--- src/rtl/core/pfb_pkg.sv ---
// Shared constants, types and helpers for the paged LCD frame buffer.
// No dependencies; imported by the top level, pfb_ctrl and pfb_emit.
package pfb_pkg;

  localparam int COLUMNS = 128;
  localparam int PAGES   = 8;
  localparam int ROWS    = PAGES * 8;
  localparam int DEPTH   = PAGES * COLUMNS;
  localparam int ADDR_W  = $clog2(DEPTH);

  // op codes
  localparam logic [2:0] OP_SET_PIXEL  = 3'd0;
  localparam logic [2:0] OP_GET_PIXEL  = 3'd1;
  localparam logic [2:0] OP_WRITE_PAGE = 3'd2;
  localparam logic [2:0] OP_READ_PAGE  = 3'd3;
  localparam logic [2:0] OP_CLEAR      = 3'd4;

  // lcd command prefixes (upper nibble)
  localparam logic [3:0] CMD_PAGE_HI  = 4'hB;
  localparam logic [3:0] CMD_COLL_HI  = 4'h0;
  localparam logic [3:0] CMD_COLH_HI  = 4'h1;

  localparam logic OUT_READ = 1'b0;
  localparam logic OUT_LCD  = 1'b1;
  localparam logic A0_CMD   = 1'b0;
  localparam logic A0_DATA  = 1'b1;

  typedef struct packed {
    logic              we;
    logic [ADDR_W-1:0] addr;
    logic [7:0]        data;
  } ram_wr_t;

  typedef struct packed {
    logic       is_read;
    logic [3:0] page;
    logic [7:0] col;
    logic [7:0] value;
  } emit_desc_t;

  function automatic logic in_range(logic signed [8:0] col, logic signed [7:0] row);
    logic col_ok;
    logic row_ok;
    col_ok = !col[8] && ({1'b0, col[7:0]} < 9'(COLUMNS));
    row_ok = !row[7] && ({1'b0, row[6:0]} < 8'(ROWS));
    return col_ok && row_ok;
  endfunction

  function automatic logic [ADDR_W-1:0] addr_of(logic [3:0] page, logic [7:0] col);
    return ADDR_W'(int'(page) * COLUMNS + int'(col));
  endfunction

endpackage

--- src/rtl/core/pfb_emit.sv ---
// Result emitter: holds one result descriptor and plays it out as one read
// answer or four lcd bytes. Uses pfb_pkg.
module pfb_emit (
  input  logic                clk_i,
  input  logic                rst_ni,
  input  logic                load_i,
  input  pfb_pkg::emit_desc_t desc_i,
  output logic                ready_o,
  output logic                out_valid_o,
  input  logic                out_ready_i,
  output logic                out_kind_o,
  output logic                lcd_a0_o,
  output logic [7:0]          lcd_byte_o,
  output logic [7:0]          read_value_o,
  output logic                last_o
);
  import pfb_pkg::*;

  emit_desc_t desc_q;
  logic       busy_q, busy_d;
  logic [1:0] beat_q, beat_d;
  logic       is_last;
  logic       done;

  assign is_last = desc_q.is_read || (beat_q == 2'd3);
  assign done    = busy_q && out_ready_i && is_last;
  assign ready_o = !busy_q || done;

  always_comb begin
    busy_d = busy_q;
    beat_d = beat_q;
    if (busy_q && out_ready_i) begin
      beat_d = beat_q + 2'd1;
      if (is_last) begin
        busy_d = 1'b0;
      end
    end
    if (load_i && ready_o) begin
      busy_d = 1'b1;
      beat_d = 2'd0;
    end
  end

  always_ff @(posedge clk_i or negedge rst_ni) begin
    if (!rst_ni) begin
      busy_q <= 1'b0;
      beat_q <= 2'd0;
    end else begin
      busy_q <= busy_d;
      beat_q <= beat_d;
    end
  end

  always_ff @(posedge clk_i) begin
    if (load_i && ready_o) begin
      desc_q <= desc_i;
    end
  end

  assign out_valid_o = busy_q;
  assign last_o      = is_last;

  always_comb begin
    out_kind_o   = OUT_LCD;
    lcd_a0_o     = A0_CMD;
    lcd_byte_o   = 8'd0;
    read_value_o = 8'd0;
    if (desc_q.is_read) begin
      out_kind_o   = OUT_READ;
      read_value_o = desc_q.value;
    end else begin
      case (beat_q)
        2'd0: lcd_byte_o = {CMD_PAGE_HI, desc_q.page};
        2'd1: lcd_byte_o = {CMD_COLL_HI, desc_q.col[3:0]};
        2'd2: lcd_byte_o = {CMD_COLH_HI, desc_q.col[7:4]};
        default: begin
          lcd_a0_o   = A0_DATA;
          lcd_byte_o = desc_q.value;
        end
      endcase
    end
  end

endmodule
--- config.mk ---
export PLATFORM = sky130hd
export DESIGN_NAME = pfb_emit
export DESIGN_NICKNAME = d
export VERILOG_FILES = /design/src/rtl/core/pfb_pkg.sv /design/src/rtl/core/pfb_emit.sv
export SDC_FILE = /design/constraint.sdc
export NUM_CORES = 1
export LEC_CHECK = 0
export ABC_AREA = 1
export BUFFER_PORTS_ARGS = -buffer_cell sky130_fd_sc_hd__buf_4
export CAP_MARGIN = 20
export CELL_PAD_IN_SITES_DETAIL_PLACEMENT = 0
export CELL_PAD_IN_SITES_GLOBAL_PLACEMENT = 1
export CORE_ASPECT_RATIO = 1.4
export CORE_MARGIN = 2
export CORE_UTILIZATION = 31
export DETAILED_ROUTE_END_ITERATION = 10
export PLACE_DENSITY = 0.71
export SKIP_LAST_GASP = 1
export SLEW_MARGIN = 20
export SYNTH_ARGS = -nofsm -noshare
export SYNTH_HDL_FRONTEND = slang
export SYNTH_SLANG_ARGS = --single-unit
--- constraint.sdc ---
create_clock -name clk_i -period 1.54 [get_ports clk_i]
set_input_delay 0.154 -clock clk_i [delete_from_list [all_inputs] [get_ports clk_i]]
set_output_delay 0.154 -clock clk_i [all_outputs]
set_load 0.005 [all_outputs]
* Word level (Yosys, flattened, before mapping)
Index checks and enable logic that the tools add are counted.
Widths: inputs -> output; s select.
** Operators by class
- $add $sub $neg :: 1
- Eq/ne operators :: 3
- Muxes and demuxes :: 11
- Reduce and logical (&&, ||, !) cells :: 11
** Operators with widths (number)
- $pmux 8 s3 :: 1
- $mux 8 :: 2
- $mux 1 :: 6
- $eq 2x2->1 const B :: 2
- $mux 2 :: 2
- $reduce_bool 2->1 :: 2
- $logic_and 1x1->1 :: 3
- $reduce_or 3->1 :: 1
- $add 2x1->2 const B :: 1
- $eq 2x1->1 const B :: 1
- $logic_not 2->1 :: 1
- $logic_or 1x1->1 :: 2
- $reduce_and 2->1 :: 1
- $logic_not 1->1 :: 1
** Storage, ports and cells
- Register bits :: 24
- Bits of input ports :: 25
- Output and inout bits :: 21
- Word-level logic and storage cells :: 32

* Longest topological paths before layout
- Depth in word-level cells :: 7
- Mapped depth :: 7
- Gate-level depth less buffers :: 6

* Least setup slack after synthesis
OpenSTA, ideal clock, no wires.
- Path kind :: register to register
- Start :: reg beat_q[0]
- End :: reg desc_q[0] in the netlist's numbering (enable)
- Library setup time :: 0.376 ns
- Arrival :: 1.317 ns
- Data required time :: 1.164 ns
- Setup slack :: -0.153 ns
- Cell stages (with the launch flop) :: 7
- Path buffers :: 1
- Clock period less this slack :: 1.693 ns
- Path through :: dfrtp_1 -> ha_1 -> buf_6 -> o21ai_4 -> nand2_4 -> nand2_4 -> inv_1
** On the way
- Cells in the longest elaborated chain, start to end :: 5
** Ends and longest elaborated chain
- from (decl) :: line pfb_emit.sv:21 : logic [1:0] beat_q, beat_d;
- from (signal assigned) :: line pfb_emit.sv:50 : beat_q <= beat_d;
- $eq 2x2->1 :: line pfb_emit.sv:25 : assign is_last = desc_q.is_read || (beat_q == 2'd3);
- $logic_or 1x1->1 :: line pfb_emit.sv:25
- $logic_and 1x1->1 :: line pfb_emit.sv:26 : assign done = busy_q && out_ready_i && is_last;
- $logic_or 1x1->1 :: line pfb_emit.sv:27 : assign ready_o = !busy_q || done;
- net ready_o :: line pfb_emit.sv:8 : output logic ready_o,
- $logic_and 1x1->1 :: line pfb_emit.sv:55 : if (load_i && ready_o) begin
- to (signal assigned) :: line pfb_emit.sv:56 : desc_q <= desc_i;
- to (decl) :: line pfb_emit.sv:19 : emit_desc_t desc_q;
The timed path passes the listed nets, and every way through them passes these cells.
A chain may end at the register's enable or synchronous reset.

* Worst setup path in the final report
- Start :: reg beat_q[1]
- End :: out lcd_byte_o[0]
** On the way
- Cells in the longest elaborated chain, start to end :: 3
- Elaborated cells between the ends (all ways) :: 5
- Classes of those cells :: eq/ne: 2; mux: 2; reduce/logical: 1
** Ends and longest elaborated chain
- $eq 2x2->1 (tied with other cells) :: line pfb_emit.sv:72 : case (beat_q)
- $pmux 8 s3 (*) :: line pfb_emit.sv:72
- $mux 8 (*) :: line pfb_emit.sv:68 : if (desc_q.is_read) begin
- to (decl) :: line pfb_emit.sv:13 : output logic [7:0] lcd_byte_o,
Mark *: on every way between the ends. The rest lies on a longest branch, timed or not.

==> results.md <==
* CTS buffer count at 3
* Internal at ~0.0018 W
* Final Non-Filler Cells at 199
* Synth warn at 0
* Max-cap violations at 0
* Routed len/inst at ~12 um
* Tot Pwr at 0.002587 W
* Most common cell after layout, fill and taps aside: buf_4
* DRC at 0
* Clock transition at path regs at 0.08 ns
* Initial DRC Count at 14
* Post-DP HPWL at 1.773 mm
* Htree depth at 1
* Leakage at 0.8024 nW
* Endpoints failing hold at 0
* CP Class: reg -> out
* Die ar. at 4055 um2
* Vias in the first global route at 840
* Adder-cell area share of the yosys netlist at 0.05675
* Seq/Total Area, Yosys at 0.6402
* Final worst slack at -0.09180 ns
* RSZ-0062 raised after global routing: true
* Post-Synth Simple-Gate Area at 0.1510
* Net Sw Frac at 0.3119
* Die W at approximately 54 um
* Fin util at 0.5181
* R2r startpoint: beat_q[1]
* Peak Freq at a little over 0.6 GHz
* Failing checks: setup timing
* Clock Sinks at 24
* Initial Util at 0.3263
* Worst hold path class: in -> reg
* Placer Congestion at approximately 0.71
* CP startpoint: beat_q[1]
* Post-Syn Instances at 101
* Vias at 877
* Worst EP arrival at 1.48 ns
* Clk root buf: clkbuf_8
* Ant. Diodes at 0
* Core Area at around 3400 um2
* Pins Over Slew Limit at 0
* Area Overhead vs Synth at 58.80%
* Period utilization at 1.060
* Largest family of logic cells by synthesized area: simple AND/OR/NAND/NOR gates
* Clk Latency, worst-skew pair at 0.26 ns
* Switch Pwr at 0.0008069 W
* Slew @ Worst Pin at 0.2827 ns
* Critical Path RT at between 1 and 1.5 ns
* Height of the chip at 74.56 um
* Status: finished with violations
* # port buffers at 45
* Combinational Power Share at 0.428
* ANT nets after route at 0
* Worst clock skew at 0.001201 ns
* Syn Area/Cell at about 11 um2
* Yosys cell types at 16
* Pin count of the biggest net entering global routing at 22
* Hold Startpoint: desc_i[11]
* GR Overflow Total at 0
* Compound-Gate Fraction of Synth Area at 0.08286
* Mapped Nets at 131
* Worst Setup Start Kind: flop
* # IOs at 46
* 1st-pass router iterations at 4
* # nets final at 190
* CTS tree: yes
* Global router's overall resource usage at 0.1285
* FP Rows at 25
* Reg power frac at 0.362
* Initial antenna violation count at 0
* Most frequent cells in the layout: buf_4, nand2_1, edfxtp_1, inv_1, nor2_1
* Setup TNS at -1.015 ns
* Drt total wl at 2.377 mm
* PwrDens at 1478 nW/um2
* Clock share of power at 0.210
* CTS Buffer Depth at 2
* CP endpoint kind: output pin
* Global-route wire length before repair at about 3.7 mm
* Maximum vdd drop at 0.0009195 V
* Layout cells sized above 1 at 0.4969
* Final min period at 1.632 ns
* Mux share of post-synthesis cell area at 0
* Slew margin rel. at 0.8103
* CP max FO at 7
* Dpl cells at 187
* Final setup violation count at 30
* Post-Synth XOR/XNOR Area at 0
* Synthesis-stage register bit count at 24
* Synthesized cell area at 1102 um2
* Post-DR vias/cell at around 4.4
registers in the layout, summed over array words and instances, names as in the netlist:
name	cells
desc_q	21
beat_q	2
out_valid_o	1
cells in the mapped netlist:
cell type	number	area (um2)
a31oi_1	4	25.02
nor2_1	5	18.77
inv_2	2	7.510
edfxtp_1	21	630.6
o21ai_4	1	16.27
nand2_1	28	105.1
o21ai_0	4	20.02
buf_2	1	5.000
buf_6	1	11.26
ha_1	5	62.56
nand3_1	4	20.02
inv_1	14	52.55
dfrtp_1	3	75.07
nand2_4	2	22.52
a21oi_1	4	20.02
o21ai_1	2	10.01
layout make-up:
class / instances / area (um2)
clock buffers: 3 / 41.29
flip-flops and latches: 24 / 708.2
well taps: 40 / 50.05
repair buffers: 56 / 451.7
fillers: 317 / 1628
multi-input cells: 59 / 392.9
clock inverters: 1 / 30.03
inverters: 16 / 76.32
final timing paths:
check	endpoint	slack, ns	depth (start not counted)
max	lcd_byte_o[0]	-0.09	6
min	desc_q[11]	0.06	1
max reg2reg	desc_q[13]	-0.03	7
min reg2reg	beat_q[1]	0.60	2
max in group asynchronous	beat_q[1]	1.22	2
min in group asynchronous	out_valid_o	0.21	2
per-layer routing:
layer	wire length, um	share of wire	track usage	vias to the layer above
met5	0	0	0	-
met3	106	0.045	0.02209	4
li1	-	-	-	449
met1	915	0.38	0.1512	396
met2	1311	0.55	0.2182	28
met4	43	0.018	0.06667	0
logic make-up (layout without fill, tap and decap cells):
family          count (synthesis)  after routing
simple gates                   39             39
flops                          24             24
buf+inv                        18             76
compound gates                 15             15
fa+ha+maj                       5              5
worst max-delay path, stage by stage (launching register included):
cell and delay (ns):
dfrtp_2 0.46, ha_4 0.19, buf_12 0.14, clkinv_8 0.05, o21ai_2 0.05, a31oi_1 0.19, buf_4 0.14
metrics by stage:
| step | setup slack [ns] | hold slack (ns) | area [um2] |
|---|---|---|---|
| after floorplan | -0.1048 | -0.1416 | 1109 |
| after global placement | 0.09421 | -0.05468 | 1528 |
| after detailed placement | 0.05859 | -0.05414 | 1528 |
| after CTS | -0.08454 | 0.05260 | 1715 |
| after global routing | -0.1264 | 0.04417 | 1750 |
| final | -0.09180 | 0.05964 | 1750 |
repair_timing:
action,in CTS,in global routing
buffers inserted,6,1
resized for setup,19,7
setup endpoints to repair,8,30
pin swaps,4,2
endpoints found under the hold margin,3,0
gates cloned,0,0
hold buffers,1,0
power groups by stage:
stage          sequential, W  clock, W  combinational (W)
2_1_floorplan       0.000914         0           0.000445
4_1_cts             0.000927  0.000555            0.00107
6_report            0.000936  0.000543            0.00111
3_3_place_gp        0.000928         0           0.000844
3_5_place_dp        0.000932         0           0.000853
5_1_grt             0.000953  0.000579            0.00124
(Power assumes the default switching activity.)
