### config.mk
export PLATFORM = sky130hd
export DESIGN_NAME = pfb_ctrl
export DESIGN_NICKNAME = d
export VERILOG_FILES = /design/src/rtl/core/pfb_pkg.sv /design/src/rtl/core/pfb_ctrl.sv
export SDC_FILE = /design/constraint.sdc
export NUM_CORES = 1
export LEC_CHECK = 0
export ABC_AREA = 1
export ABC_CLOCK_PERIOD_IN_PS = 7550
export CORE_MARGIN = 5
export CORE_UTILIZATION = 45
export CTS_CLUSTER_DIAMETER = 40
export DETAILED_ROUTE_END_ITERATION = 16
export DONT_BUFFER_PORTS = 1
export PLACE_DENSITY_LB_ADDON = 0.15
export REMOVE_ABC_BUFFERS = 1
export SYNTH_ARGS = -nofsm -noshare
export SYNTH_HDL_FRONTEND = slang
export SYNTH_SLANG_ARGS = --single-unit
### constraint.sdc
create_clock -name clk_i -period 7.55 [get_ports clk_i]
set_input_delay 0.755 -clock clk_i [delete_from_list [all_inputs] [get_ports clk_i]]
set_output_delay 0.755 -clock clk_i [all_outputs]
set_load 0.1 [all_outputs]
### src/rtl/core/pfb_pkg.sv
// Shared constants, types and helpers for the paged LCD frame buffer.
// No dependencies; imported by the top level, pfb_ctrl and pfb_emit.
package pfb_pkg;

  localparam int COLUMNS = 128;
  localparam int PAGES   = 8;
  localparam int ROWS    = PAGES * 8;
  localparam int DEPTH   = PAGES * COLUMNS;
  localparam int ADDR_W  = $clog2(DEPTH);

  // op codes
  localparam logic [2:0] OP_SET_PIXEL  = 3'd0;
  localparam logic [2:0] OP_GET_PIXEL  = 3'd1;
  localparam logic [2:0] OP_WRITE_PAGE = 3'd2;
  localparam logic [2:0] OP_READ_PAGE  = 3'd3;
  localparam logic [2:0] OP_CLEAR      = 3'd4;

  // lcd command prefixes (upper nibble)
  localparam logic [3:0] CMD_PAGE_HI  = 4'hB;
  localparam logic [3:0] CMD_COLL_HI  = 4'h0;
  localparam logic [3:0] CMD_COLH_HI  = 4'h1;

  localparam logic OUT_READ = 1'b0;
  localparam logic OUT_LCD  = 1'b1;
  localparam logic A0_CMD   = 1'b0;
  localparam logic A0_DATA  = 1'b1;

  typedef struct packed {
    logic              we;
    logic [ADDR_W-1:0] addr;
    logic [7:0]        data;
  } ram_wr_t;

  typedef struct packed {
    logic       is_read;
    logic [3:0] page;
    logic [7:0] col;
    logic [7:0] value;
  } emit_desc_t;

  function automatic logic in_range(logic signed [8:0] col, logic signed [7:0] row);
    logic col_ok;
    logic row_ok;
    col_ok = !col[8] && ({1'b0, col[7:0]} < 9'(COLUMNS));
    row_ok = !row[7] && ({1'b0, row[6:0]} < 8'(ROWS));
    return col_ok && row_ok;
  endfunction

  function automatic logic [ADDR_W-1:0] addr_of(logic [3:0] page, logic [7:0] col);
    return ADDR_W'(int'(page) * COLUMNS + int'(col));
  endfunction

endpackage

### src/rtl/core/pfb_ctrl.sv
// Operation sequencer: decodes items, does read-modify-write on the store,
// sweeps the store clear and hands results to the emitter. Uses pfb_pkg.
module pfb_ctrl (
  input  logic                  clk_i,
  input  logic                  rst_ni,
  input  logic                  cfg_we_i,
  input  logic                  cfg_wdata_i,
  input  logic                  in_valid_i,
  output logic                  in_ready_o,
  input  logic [2:0]            op_i,
  input  logic signed [8:0]     col_i,
  input  logic signed [7:0]     row_i,
  input  logic                  color_i,
  input  logic [7:0]            page_byte_i,
  output logic                  ram_re_o,
  output logic [pfb_pkg::ADDR_W-1:0] ram_raddr_o,
  output pfb_pkg::ram_wr_t      ram_wr_o,
  input  logic [7:0]            ram_rdata_i,
  output logic                  emit_valid_o,
  output pfb_pkg::emit_desc_t   emit_desc_o,
  input  logic                  emit_ready_i
);
  import pfb_pkg::*;

  localparam logic [1:0] ST_CLEAR  = 2'd0;
  localparam logic [1:0] ST_IDLE   = 2'd1;
  localparam logic [1:0] ST_MODIFY = 2'd2;

  logic [1:0]        state_q, state_d;
  logic [ADDR_W-1:0] sweep_q, sweep_d;
  logic              instant_send_q;

  logic [2:0]        op_q;
  logic              ok_q;
  logic [3:0]        page_q;
  logic [7:0]        col_q;
  logic [2:0]        bit_q;
  logic              color_q;
  logic [7:0]        pbyte_q;

  logic              in_ok;
  logic [3:0]        in_page;
  logic [7:0]        in_col;
  logic              accept;

  logic              is_read_op;
  logic              is_write_op;
  logic              do_write;
  logic              need_emit;
  logic              go;
  logic [7:0]        mask;
  logic [7:0]        new_byte;
  logic [7:0]        read_val;

  assign in_ok   = in_range(col_i, row_i);
  assign in_page = in_ok ? row_i[6:3] : 4'd0;
  assign in_col  = in_ok ? col_i[7:0] : 8'd0;

  assign in_ready_o  = (state_q == ST_IDLE);
  assign accept      = in_valid_i && in_ready_o;
  assign ram_re_o    = accept;
  assign ram_raddr_o = addr_of(in_page, in_col);

  always_ff @(posedge clk_i or negedge rst_ni) begin
    if (!rst_ni) begin
      instant_send_q <= 1'b0;
    end else if (cfg_we_i) begin
      instant_send_q <= cfg_wdata_i;
    end
  end

  always_ff @(posedge clk_i) begin
    if (accept) begin
      op_q    <= op_i;
      ok_q    <= in_ok;
      page_q  <= in_page;
      col_q   <= in_col;
      bit_q   <= in_ok ? row_i[2:0] : 3'd0;
      color_q <= color_i;
      pbyte_q <= page_byte_i;
    end
  end

  assign is_read_op  = (op_q == OP_GET_PIXEL) || (op_q == OP_READ_PAGE);
  assign is_write_op = (op_q == OP_SET_PIXEL) || (op_q == OP_WRITE_PAGE);
  assign do_write    = is_write_op && ok_q;
  assign need_emit   = is_read_op || (do_write && instant_send_q);
  assign go          = !need_emit || emit_ready_i;

  assign mask = 8'(1) << bit_q;

  always_comb begin
    new_byte = pbyte_q;
    if (op_q == OP_SET_PIXEL) begin
      new_byte = color_q ? (ram_rdata_i | mask) : (ram_rdata_i & ~mask);
    end
    read_val = 8'd0;
    if (ok_q) begin
      read_val = (op_q == OP_GET_PIXEL) ? {7'd0, ram_rdata_i[bit_q]} : ram_rdata_i;
    end
  end

  always_comb begin
    emit_desc_o.is_read = is_read_op;
    emit_desc_o.page    = page_q;
    emit_desc_o.col     = col_q;
    emit_desc_o.value   = is_read_op ? read_val : new_byte;
  end

  assign emit_valid_o = (state_q == ST_MODIFY) && need_emit;

  always_comb begin
    state_d       = state_q;
    sweep_d       = sweep_q;
    ram_wr_o.we   = 1'b0;
    ram_wr_o.addr = addr_of(page_q, col_q);
    ram_wr_o.data = new_byte;
    unique case (state_q)
      ST_CLEAR: begin
        ram_wr_o.we   = 1'b1;
        ram_wr_o.addr = sweep_q;
        ram_wr_o.data = 8'd0;
        sweep_d       = sweep_q + ADDR_W'(1);
        if (sweep_q == ADDR_W'(DEPTH - 1)) begin
          state_d = ST_IDLE;
        end
      end
      ST_IDLE: begin
        if (accept) begin
          if (op_i == OP_CLEAR) begin
            state_d = ST_CLEAR;
            sweep_d = '0;
          end else if (op_i <= OP_READ_PAGE) begin
            state_d = ST_MODIFY;
          end
        end
      end
      ST_MODIFY: begin
        // when a result is to be emitted, wait here until the emitter can take it
        if (go) begin
          ram_wr_o.we = do_write;
          state_d     = ST_IDLE;
        end
      end
      default: begin
        state_d = ST_IDLE;
      end
    endcase
  end

  always_ff @(posedge clk_i or negedge rst_ni) begin
    if (!rst_ni) begin
      state_q <= ST_CLEAR;
      sweep_q <= '0;
    end else begin
      state_q <= state_d;
      sweep_q <= sweep_d;
    end
  end

endmodule

After elaboration in Yosys (flattened, before gate mapping)
Cells that the tools add are included.
- register bits after elaboration: 41
- logic and storage cells: 73
- output and inout bits: 53
- equal/unequal tests: 12
- add/subtract/negate cells: 3
- muxes and demuxes: 21
- magnitude comparators: 4
- reductions and logical operators: 19
- bitwise logic cells: 3
- shift-type cells: 1
- operator list (cell ; number):
    $mux 8 ; 6
    $add 10x8->10 ; 2
    $mux 10 ; 2
    $pmux 10 s2 ; 1
    $mux 18 ; 1
    $add 10x1->10 const B ; 1
    $eq 10x10->1 const B ; 1
    $mux 2 ; 5
    $and 8x8->8 ; 1
    $lt 8x8->1 const B ; 1
    $not 8->8 ; 1
    $or 8x8->8 ; 1
    $shl 1x3->8 const A ; 1
    $logic_and 1x1->1 ; 7
    $lt 7x7->1 const B ; 1
    $eq 3x2->1 const B ; 2
    $pmux 2 s3 ; 1
    $logic_or 1x1->1 ; 4
    $lt 3x4->1 const B ; 1
    $mux 4 ; 1
    $ne 2x1->1 const B ; 2
    $ne 2x2->1 const B ; 2
    $reduce_and 4->1 ; 1
    $bmux 1 s3 ; 1
    13 further kinds ; 16

Longest topological paths before layout
Gate-level depths: netlist of the first run.
- word-level depth: 9
- mapped depth: 10

Worst setup path after synthesis of the first run
OpenSTA, ideal clock, no wires.
- kind: register to output
- from: reg col_q[7]
- to: out ram_wr_o[17] in the netlist's numbering
- arrival: 3587 ps
- path slack: 3208 ps
- data required time: 6795 ps
- stages on the path, launching flop included: 5
- cells stage by stage: edfxtp_1 -> ha_1 -> ha_1 -> xnor2_1 -> o21ai_0
- RTL lines (item ; RTL line ; text):
    start, declared ; pfb_ctrl.sv:36 ; logic [7:0] col_q;
    start signal, assigned ; pfb_ctrl.sv:77 ; col_q <= in_col;
    end, declared ; pfb_ctrl.sv:17 ; output pfb_pkg::ram_wr_t ram_wr_o,

==> summary.txt, run 1 <==
Floorplanning
  • Cell row count: 27
  • Core box area: 5470 um2
  • Initial Utilization: 45.8%
  • Ports: 96
  • Die Height: 84.7 um
  • Die Span X: 84.7 um
  • Die area: 7170 um2

Synth
  • #FFs+latches synth: 41
  • Count of different cell masters after synthesis: 31
  • Cells after Synth: 318
  • Synth top area cells: edfxtp_1, dfrtp_1, nand2_1, o21ai_0, nor2_1
  • Sequential fraction of the synthesis area: 46.5%
  • Post-Syn Area per Cell: 7.89 um2
  • Synth Cell Area: 2510 um2
  • Synth Warn #: 0
  • Yosys top cell area share: 33.5%
  • Top cell type by total area after synthesis: edfxtp_1

GRT
  • Global Route Usage Sum: 16.2%
  • Grt total ovfl: 0
  • Met2 Usage GRT: 25.1%
  • Antenna violations before repair: 0
  • Vias in the first global route: 1891
  • Met1 usage: 20.1%
  • First-pass GRT wire length: 9190 um
  • Largest net degree at the start of global routing: 31
  • Gr busiest metal: met2
  • Met3 usage: 8.24%

Clock network
  • CTS Buf Count: 5
  • Cells resized by post-CTS repair: 0
  • Post-CTS setup buffers: 0
  • CTS Sinks: 41
  • H-tree depth: 2
  • Clock-pin slew on the worst setup and hold paths: 0.08 ns
  • Clk_lat worst skew: 0.29 ns
  • Worst-case clock buffer depth: 2
  • Root Driver: clkbuf_8
  • CTS tree: yes
  • Hold_buf cts: 0

Worst setup path
  • Worst r2r dst: sweep_q[5]
  • Reg2Reg Depth: 7
  • R2R setup slack: 5.70 ns
  • Critical Path, Cell by Cell: ha_1 > ha_1 > xnor2_1 > o21ai_2
  • Worst r2r src: state_q[1]
  • Slowest CP cell: o21ai_2
  • Worst Setup EP: ram_wr_o[17]
  • Crit Path Max Fanout: 2
  • CP Capture Type: output pin
  • Critical setup path kind: reg -> out
  • CP arrival: 2.68 ns
  • Critical path origin: col_q[7]
  • Worst path most repeated cell: ha_1
  • Critical Path Max Stage Delay: 0.88 ns
  • Crit path launch type: flip-flop
  • Critical Path RT: 6.80 ns

Flow run
  • Total of max-cap violations: 0

Final layout
  • ANT cells: 0
  • FILL cells: 547
  • Layout cells sized above 1: 18.4%
  • Area Growth Syn to Fin: 9.63%
  • Final Net Count: 363

Timing
  • Max Fclk: 291 MHz
  • Tcrit/Tclk final: 45.4%
  • Slew headroom: 21.8%
  • Tmin final: 3.43 ns
  • Max Slew Vio Count: 0
  • Final clock skew: 0.00773 ns
  • RSZ-0062 raised after global routing: no
  • Worst slew pin tran: 1.17 ns
  • Endpoints failing hold: 0
  • Final setup vio count: 0
  • Final setup TNS: 0 ns

Placed design
  • Number of buffers inserted by port buffering: 0
  • GPL Wtd Cong: 0.821
  • Hpwl dp: 4450 um

Outcome
  • Outcome: complete, no violations

Drt
  • Via count: 2039
  • Detailed-router iteration count before antenna repair: 4
  • Remaining DRCs: 0
  • Routed wire length per instance: 14.9 um
  • Routed Wire Length: 5780 um
  • Iter 0 DRT Violations: 99
  • Antenna-violating nets left: 0
  • Vias per inst: 5.26

Power and ir drop
  • Design Power: 0.000438 W
  • Worst VDD drop: 86.7 uV
  • Pwr/cell area: 159 nW/um2
  • Pleak: 1.17 nW

Hold path
  • Hold Crit Class: in -> async
==> worst max-delay path, delay by kind of cell (launching register included) <==
family / cells / cell delay, ns
XOR/XNOR: 1 / 0.14
AO/OA/AOI/OAI: 1 / 0.88
adder cells (fa/ha/maj): 2 / 0.58
flip-flops: 1 / 0.79
==> cell type report <==
class	count	area, um2	share of cell area [%]
clock inverters	2	35.0	1.27
repair buffers	4	30.0	1.09
well taps	72	90.1	3.28
clock buffers	6	72.6	2.64
multi-input cells	216	1180	42.8
inverters	47	179	6.51
flip-flops and latches	41	1170	42.4
==> cells in the mapped netlist <==
cell / instances
inv_4: 1
and2_1: 1
nand2_4: 3
nor2_1: 44
buf_6: 2
o21ai_1: 2
clkbuf_1: 1
conb_1: 1
o21ai_2: 4
o211ai_1: 1
nor3_4: 1
a21boi_0: 1
inv_1: 43
inv_2: 3
buf_2: 4
dfrtp_1: 13
o21ai_0: 35
nand3b_1: 1
nand4_1: 10
a21oi_1: 3
nor3_1: 6
o22ai_1: 1
o2111ai_1: 1
nand2_1: 69
edfxtp_1: 28
nand3_1: 21
ha_1: 5
xnor2_1: 1
buf_4: 9
xor2_1: 1
o21bai_1: 2
==> cells by family after synthesis <==
logic type                 count (synthesis)  share of synthesized area, %
other                                      1                         0.149
and+or+nand+nor                          156                          27.3
AOI/OAI and AO/OA                         50                          11.2
DFF                                       41                          46.5
buffers and inverters                     63                          11.7
adders and majority gates                  5                          2.49
xor gates and xnor gates                   2                         0.698
==> state kept, by name, indices dropped and copies added (netlist names) <==
signal,cells
op_q,3
color_q,1
page_q,4
sweep_q,10
bit_q,3
ok_q,1
instant_send_q,1
pbyte_q,8
col_q,8
state_q,2
==> per-stage QoR <==
step / area (um2) / setup WS [ns] / instances / utilization (%) / hold WS, ns
floorplan: 2400 / 3.21 / 304 / - / 0.459
global placement: 2640 / 4.33 / 380 / 48.3 / 0.460
detailed placement: 2640 / 4.29 / 380 / 48.3 / 0.460
CTS: 2750 / 4.09 / 388 / 50.3 / 0.139
global route: 2750 / 4.01 / 388 / 50.3 / 0.126
finish: 2750 / 4.12 / 388 / 50.3 / 0.151
==> layout by cell type (no fill, tap or decap), types with 4 or more instances in the layout <==
master / netlist / layout
o21ai_0: 35 / 19
nand2_1: 69 / 69
buf_4: 9 / 4
dfrtp_1: 13 / 13
clkbuf_8: 0 / 5
o21ai_2: 4 / 20
nor2_2: 0 / 15
ha_1: 5 / 5
nand4_1: 10 / 10
inv_1: 43 / 43
edfxtp_1: 28 / 28
nand3_1: 21 / 21
nor2_1: 44 / 28
nor3_1: 6 / 6
==> report_power, final <==
| part | switching, W | internal (W) |
|---|---|---|
| registers | 0.000000846 | 0.000240 |
| logic | 0.0000215 | 0.00000422 |
| clock network | 0.0000731 | 0.0000981 |
==> worst min-delay path by stage <==
| stage | end | depth (start not counted) | start | slack [ns] |
|---|---|---|---|---|
| final | sweep_q[7] | 0 | rst_ni | 0.15 |
| after floorplan | instant_send_q | 0 | rst_ni | 0.46 |
| after detailed placement | state_q[0] | 0 | rst_ni | 0.46 |
| after global routing | state_q[0] | 0 | rst_ni | 0.13 |
| after CTS | state_q[0] | 0 | rst_ni | 0.14 |
| after global placement | state_q[0] | 0 | rst_ni | 0.46 |
==> routing by layer <==
metal	vias up	part of all wire (%)
met2	86	45
met3	4	12
met5	-	0
met4	0	0.73
li1	1019	-
met1	930	42
Power figures use the tool's default switching activity.
==> inputs of run 2 (changes only) <==
- ABC_AREA: 1 -> 0
- ABC_CLOCK_PERIOD_IN_PS: 7550 -> 2930
- clock period: 7.55 -> 2.93 ns (I/O delays scaled with it)
==> run 2 against run 1 <==
Against the previous run: die area decreased by 3.4%; largest cell class is now sequential cells; wire length increased by 2.9%; register-to-register slack got worse by 4.9 ns; clock power increased by 110%; final area increased by 6.9%; clock skew decreased by 0.0010 ns; synthesized area decreased by 3.9%; sequential power increased to 3.6 times the previous value; largest power group is now combinational logic.
==> summary.txt, run 2 <==
Clock network
  • CTS Sinks: 41 (unchanged)
  • Worst-case clock buffer depth: 2 (unchanged)
  • CTS tree: yes
  • H-tree depth: 2 (unchanged)
  • Post-CTS setup buffers: 0 (unchanged)
  • Root Driver: clkbuf_8
  • Clock-pin slew on the worst setup and hold paths: 0.08 ns (about the same)
  • CTS Buf Count: 5 (unchanged)
  • Clk_lat worst skew: 0.29 ns (about the same)

Hold path
  • Hold path startpoint: op_i[2]
  • Hold Crit Endpoint: state_q[1]
  • Hold Path Depth: 1
  • Hold Crit Class: in -> reg

Synth
  • Post-Syn Area per Cell: 11.1 um2 (+41%)
  • Synth Warn #: 0 (unchanged)
  • Main flop type after synthesis: edfxtp_1
  • Ys async rst share: 31.7% (unchanged)
  • Synth top area cells: edfxtp_1, dfrtp_1, mux2_1, mux2i_1, and2_1
  • Synth Area in Compound Gates: 12.1% (+0.97 points)
  • Number of synthesized flops with an enable pin: 28 (unchanged)
  • #FFs+latches synth: 41 (unchanged)
  • Cells after Synth: 217 (-32%)
  • Synth Area in XOR/XNOR: 3.63% (+2.9 points)
  • Adder-cell area share of the yosys netlist: 2.59% (+0.10 points)
  • Top cell type by total area after synthesis: edfxtp_1
  • Top cells by count, synth: edfxtp_1, nor2_1, and2_1, dfrtp_1, a21oi_1
  • Yosys top cell area share: 34.9% (+1.4 points)
  • Post-synthesis mux area share: 9.29% (+9.3 points)
  • Sequential fraction of the synthesis area: 48.4% (+1.9 points)
  • Count of different cell masters after synthesis: 45 (+45%)
  • Synth Cell Area: 2410 um2 (-3.9%)
  • Simple-Gate Fraction of Synth Area: 17.3% (-10 points)
  • Most common cell in the synthesized netlist: edfxtp_1
  • Combinational family with the most area after synthesis: simple AND/OR/NAND/NOR gates

Placed design
  • Setup WS pre-CTS: 0.770 ns (-3.52 ns)
  • Number of buffers inserted by port buffering: 0 (unchanged)
  • Cells after DPL: 323 (-15%)
  • GPL Wtd Cong: 0.850 (+3.5%)
  • Post-DP Area: 2840 um2 (+7.5%)
  • Hpwl dp: 4600 um (+3.4%)

Timing
  • Tmin final: 2.49 ns
  • Min setup slack post-route: 0.442 ns (-3.68 ns)
  • Max Slew Vio Count: 0 (unchanged)
  • Worst slew pin tran: 1.09 ns (-0.0789 ns)
  • Fin Hold WS: 0.0800 ns (-0.0710 ns)
  • Final setup vio count: 0 (unchanged)
  • Tcrit/Tclk final: 84.9%
  • Slew headroom: 27.1% (+5.3 points)
  • Endpoints failing hold: 0 (unchanged)
  • Final clock skew: 0.00673 ns (-0.00100 ns)
  • RSZ-0062 raised after global routing: no
  • Max Fclk: 402 MHz

GRT
  • Grt total ovfl: 0 (unchanged)
  • Global Route Usage Sum: 17.5% (+1.3 points)
  • Vias in the first global route: 1913 (+1.2%)
  • Antenna violations before repair: 1 (+1)
  • First-pass GRT wire length: 9900 um (+7.7%)
  • Largest net degree at the start of global routing: 21 (-32%)

Final layout
  • Fin cells: 333 (-14%)
  • Most frequent cells in the layout: buf_4, edfxtp_1, nor2_1
  • Leading cell type in the layout, fill and taps excluded: buf_4
  • Area Growth Syn to Fin: 22.0%
  • Sequential cell area: 1170 um2 (unchanged)
  • FILL cells: 475 (-13%)
  • Largest reg by FF count: sweep_q
  • Multi-input logic area: 1150 um2 (-2.4%)
  • Max reg flops: 10 (unchanged)
  • Layout cells sized above 1: 33.6% (+15 points)
  • Final Cell Area: 2940 um2 (+6.9%)
  • Final Net Count: 309 (-15%)
  • Top flop regs: sweep_q x10, col_q x8, pbyte_q x8

Worst setup path
  • CP arrival: 2.20 ns (-0.48 ns)
  • Crit-path leading delay family: multiplexers
  • R2R setup slack: 0.84 ns (-4.86 ns)
  • CP Capture Type: output pin
  • Worst Path Buf+Inv: 1 (+1)
  • Crit path launch type: flip-flop
  • Reg2Reg Depth: 4 (-3)
  • Critical Path RT: 2.64 ns (-4.16 ns)
  • Crit Path Max Fanout: 12 (+10)
  • Critical Path, Cell by Cell: nor3_1 > mux2_1 > mux2i_1 > o221ai_2 > buf_4
  • Worst r2r dst: col_q[1]
  • Critical Path Max Stage Delay: 0.56 ns (-0.32 ns)
  • Worst r2r src: state_q[0]
  • Slowest CP cell: edfxtp_1
  • Critical setup path kind: reg -> out

Power and ir drop
  • Worst VDD drop: 919 uV (+960%)
  • Pleak: 1.19 nW (+2.0%)
  • Pwr/cell area: 964 nW/um2 (+500%)

Floorplanning
  • Cell row count: 26 (-3.7%)
  • Die Height: 83.2 um (-1.7%)
  • Initial Utilization: 46.9% (+1.1 points)
  • Die area: 6920 um2 (-3.4%)
  • Ports: 96 (unchanged)
  • Core box area: 5140 um2 (-6.1%)
  • Die Span X: 83.2 um (-1.7%)

Drt
  • Detailed-router iteration count before antenna repair: 4 (unchanged)
  • Vias per inst: 5.39 (+2.6%)
  • Routed Wire Length: 5950 um (+2.9%)
  • Via count: 1795 (-12%)
  • Antenna-violating nets left: 0 (unchanged)
  • Iter 0 DRT Violations: 112 (+13%)
  • Routed wire length per instance: 17.9 um (+20%)
  • Remaining DRCs: 0 (unchanged)

Flow run
  • Total of max-cap violations: 0 (unchanged)

Outcome
  • Outcome: complete, no violations
==> run 2: cell types whose count changed after synthesis, moves of 9 or more <==
cell     delta
and2_1     +12
inv_1      -35
nor2_1     -25
mux2i_1    +10
o21ai_0    -32
mux2_1      +9
nand3_1    -18
a21oi_1     +9
nand2_1    -61
nand4_1     -9
==> run 2: worst max-delay path by stage <==
stage / from / end / slack, ns / cells after the start
after detailed placement: bit_q[1] / emit_desc_o[0] / 0.77 / 5
final: bit_q[1] / emit_desc_o[0] / 0.44 / 5
after global placement: state_q[0] / ram_wr_o[14] / 0.81 / 2
after global routing: bit_q[1] / emit_desc_o[0] / 0.27 / 5
after floorplan: state_q[0] / bit_q[0] / -0.96 / 3
after CTS: bit_q[1] / emit_desc_o[0] / 0.43 / 5
==> run 2: area by class of cell <==
| class | instances | area share, % |
|---|---|---|
| Sequential cell | 41 | 39.7 |
| Timing Repair Buffer | 55 | 14.1 |
| Clock inverter | 3 | 0.596 |
| Inverter | 9 | 1.15 |
| Multi-Input combinational cell | 149 | 39.1 |
| Tap cell | 70 | 2.98 |
| Clock buffer | 5 | 2.34 |
| Antenna cell | 1 | 0.0851 |
==> run 2: through the flow <==
stage	setup TNS [ns]	util (%)	power, W
global route	0	57.2	0.00297
floorplan	-28.29	-	0.00216
CTS	0	57.2	0.00286
finish	0	57.2	0.00283
detailed placement	0	55.3	0.00248
global placement	0	55.3	0.00246
==> run 2: power by group <==
part           leakage, nW  switching (W)  total, W  internal, W
registers            0.421       0.000145  0.000873     0.000728
logic                0.730        0.00124   0.00160     0.000353
clock network       0.0439       0.000201  0.000366     0.000165
total                 1.19        0.00159   0.00283      0.00125
==> run 2: logic make-up after synthesis <==
group | after synthesis
and+or+nand+nor | 73
AOI/OAI and AO/OA | 37
xor gates and xnor gates | 10
adders and majority gates | 5
other | 1
muxes | 21
DFF | 41
buffers and inverters | 29
==> run 2: routing by layer <==
metal	wire (um)	vias to the layer above	global-route usage, %
li1	-	867	-
met1	2570	834	22.5
met2	2680	86	26.8
met3	601	8	7.23
met4	94	0	5.50
met5	0	-	0
==> run 2: what timing repair did <==
action | in CTS | in global routing
resized for setup | 0 | 0
hold endpoints to repair | 13 | 0
setup endpoints to repair | 0 | 0
hold buffers | 1 | 0
==> inputs of run 3 (changes only) <==
- ABC_AREA: 0 -> 1
- ABC_CLOCK_PERIOD_IN_PS: 2930 -> 1990
- clock period: 2.93 -> 1.99 ns (I/O delays scaled with it)
==> run 3 against run 2 <==
Against the previous run: die area rose by 3.6%; final area rose by 27%; the flow now finishes with violations (setup timing); clock skew rose by 0.0020 ns; critical path type unchanged; critical path depth rose by 1; clock power rose by 50%; non-clock buffer count rose by 27; utilization rose by 11 points; wire length rose by 17%; hold slack got worse by 0.057 ns; total power fell by 43%.
==> summary.txt, run 3 (same netlist as run 1, synthesis figures left out) <==
Worst setup path
  • Worst Path Buf+Inv: 3 (+2)
  • Crit path launch type: flip-flop
  • CP arrival: 1.81 ns (-0.39 ns)
  • Worst path most repeated cell: buf_4
  • Crit-path leading delay family: buffers and inverters
  • Critical Path Max Stage Delay: 0.47 ns (-0.09 ns)
  • Slowest CP cell: edfxtp_1
  • CP Capture Type: output pin
  • Critical Path RT: 1.79 ns (-0.85 ns)
  • Critical setup path kind: reg -> out
  • Critical Path, Cell by Cell: nor3_4 > buf_4 > buf_4 > o21ai_1 > nor2_2 > buf_12
  • Crit Path Max Fanout: 8 (-4)

Placed design
  • GPL Wtd Cong: 0.888 (+4.5%)
  • Post-DP Area: 3410 um2 (+20%)
  • Hpwl dp: 5190 um (+13%)
  • Number of buffers inserted by port buffering: 0 (unchanged)

Hold path
  • Hold Crit Class: in -> reg

Power and ir drop
  • Worst VDD drop: 413 uV (-55%)
  • Pleak: 1.65 nW (+38%)
  • Design Power: 0.00161 W (-43%)
  • Pwr/cell area: 432 nW/um2 (-55%)

Timing
  • Slew headroom: 57.9% (+31 points)
  • RSZ-0062 raised after global routing: yes
  • Tcrit/Tclk final: 101%
  • Max Slew Vio Count: 0 (unchanged)
  • Max Fclk: 498 MHz
  • Final clock skew: 0.00872 ns (+0.00200 ns)
  • Min setup slack post-route: -0.0188 ns (-0.461 ns)
  • Worst slew pin tran: 0.630 ns (-0.464 ns)
  • Final setup TNS: -0.0188 ns (-0.0188 ns)
  • Tmin final: 2.01 ns
  • Endpoints failing hold: 0 (unchanged)
  • Final setup vio count: 1 (+1)

Clock network
  • CTS tree: yes
  • Worst-case clock buffer depth: 2 (unchanged)
  • H-tree depth: 2 (unchanged)
  • CTS Buf Count: 5 (unchanged)
  • Root Driver: clkbuf_8
  • Clk_lat worst skew: 0.30 ns (about the same)
  • Clock-pin slew on the worst setup and hold paths: 0.09 ns (about the same)
  • CTS Sinks: 41 (unchanged)

Final layout
  • Leading cell type in the layout, fill and taps excluded: nand2_1
  • Final Net Count: 441 (+43%)
  • Top flop regs: sweep_q x10, col_q x8, pbyte_q x8
  • Layout cells sized above 1: 35.0% (+1.4 points)
  • Largest reg by FF count: sweep_q
  • Most frequent cells in the layout: nand2_1, buf_4, inv_1
  • ANT cells: 0 (-1)
  • Area Growth Syn to Fin: 48.6%
  • Max reg flops: 10 (unchanged)
  • Final Cell Area: 3730 um2 (+27%)

Floorplanning
  • Core box area: 5470 um2 (+6.5%)
  • Initial Utilization: 45.8% (-1.1 points)
  • Die Span X: 84.7 um (+1.8%)
  • Ports: 96 (unchanged)
  • Cell row count: 27 (+3.8%)
  • Die area: 7170 um2 (+3.6%)
  • Die Height: 84.7 um (+1.8%)

GRT
  • Grt total ovfl: 0 (unchanged)
  • Antenna violations before repair: 0 (-1)
  • Vias in the first global route: 2324 (+21%)
  • First-pass GRT wire length: 11000 um (+11%)
  • Largest net degree at the start of global routing: 19 (-9.5%)
  • Global Route Usage Sum: 19.0% (+1.5 points)

Drt
  • Via count: 2378 (+32%)
  • Iter 0 DRT Violations: 115 (+2.7%)
  • Vias per inst: 5.10 (-5.3%)
  • Detailed-router iteration count before antenna repair: 4 (unchanged)
  • Routed Wire Length: 6950 um (+17%)
  • Antenna-violating nets left: 0 (unchanged)
  • Routed wire length per instance: 14.9 um (-17%)
  • Remaining DRCs: 0 (unchanged)

Outcome
  • Outcome: finished, violations left
  • Failing checks: setup timing

Flow run
  • Total of max-cap violations: 0 (unchanged)
==> run 3: worst paths after layout <==
kind	start	to	slack, ns	depth (start not counted)
worst min register to register	instant_send_q	instant_send_q	0.58	2
worst max register to register	sweep_q[0]	state_q[0]	0.40	7
min in group asynchronous	rst_ni	state_q[1]	0.35	1
worst min-delay path	cfg_we_i	instant_send_q	0.02	1
worst max-delay path	op_q[1]	ram_wr_o[0]	-0.02	6
max in group asynchronous	rst_ni	sweep_q[7]	1.23	1
==> run 3: routing by layer <==
layer / vias up / GRT usage (%) / wire length (um)
li1: 1178 / - / -
met1: 1081 / 23.7 / 2920
met2: 107 / 31.2 / 3270
met3: 12 / 6.38 / 644
met4: 0 / 5.47 / 118
met5: - / 0 / 0
==> run 3: repair_timing <==
item / 4_1_cts / 5_1_grt
pin swaps: 0 / 8
endpoints found under the setup margin: 9 / 21
setup buffers: 2 / 5
resized for setup: 2 / 23
gates cloned: 0 / 1
hold buffers: 13 / 0
endpoints found under the hold margin: 25 / 0
==> run 3: layout make-up <==
class                   instances  area (um2)
well taps                      72        90.1
flip-flops and latches         41        1170
repair buffers                 82         993
inverters                      47         179
clock inverters                 3        17.5
clock buffers                   5        68.8
fillers                       455        1740
multi-input cells             216        1210
==> run 3: report_power, final <==
part / total, W / internal, W / switching [W] / leakage, nW
clock network: 0.000549 / 0.000242 / 0.000306 / 0.0439
logic: 0.000146 / 0.0000498 / 0.0000962 / 1.18
registers: 0.000915 / 0.000912 / 0.00000330 / 0.421
==> run 3: per-stage QoR <==
| step | worst slack [ns] | cells | hold WS (ns) | util, % |
|---|---|---|---|---|
| finish | -0.0188 | 466 | 0.0231 | 68.1 |
| global route | -0.0931 | 466 | 0.0480 | 68.1 |
| CTS | 0.00332 | 460 | 0.0261 | 66.6 |
| detailed placement | 0.268 | 437 | -0.0962 | 62.3 |
| global placement | 0.324 | 437 | -0.0960 | 62.3 |
| floorplan | -1.82 | 304 | -0.0966 | - |
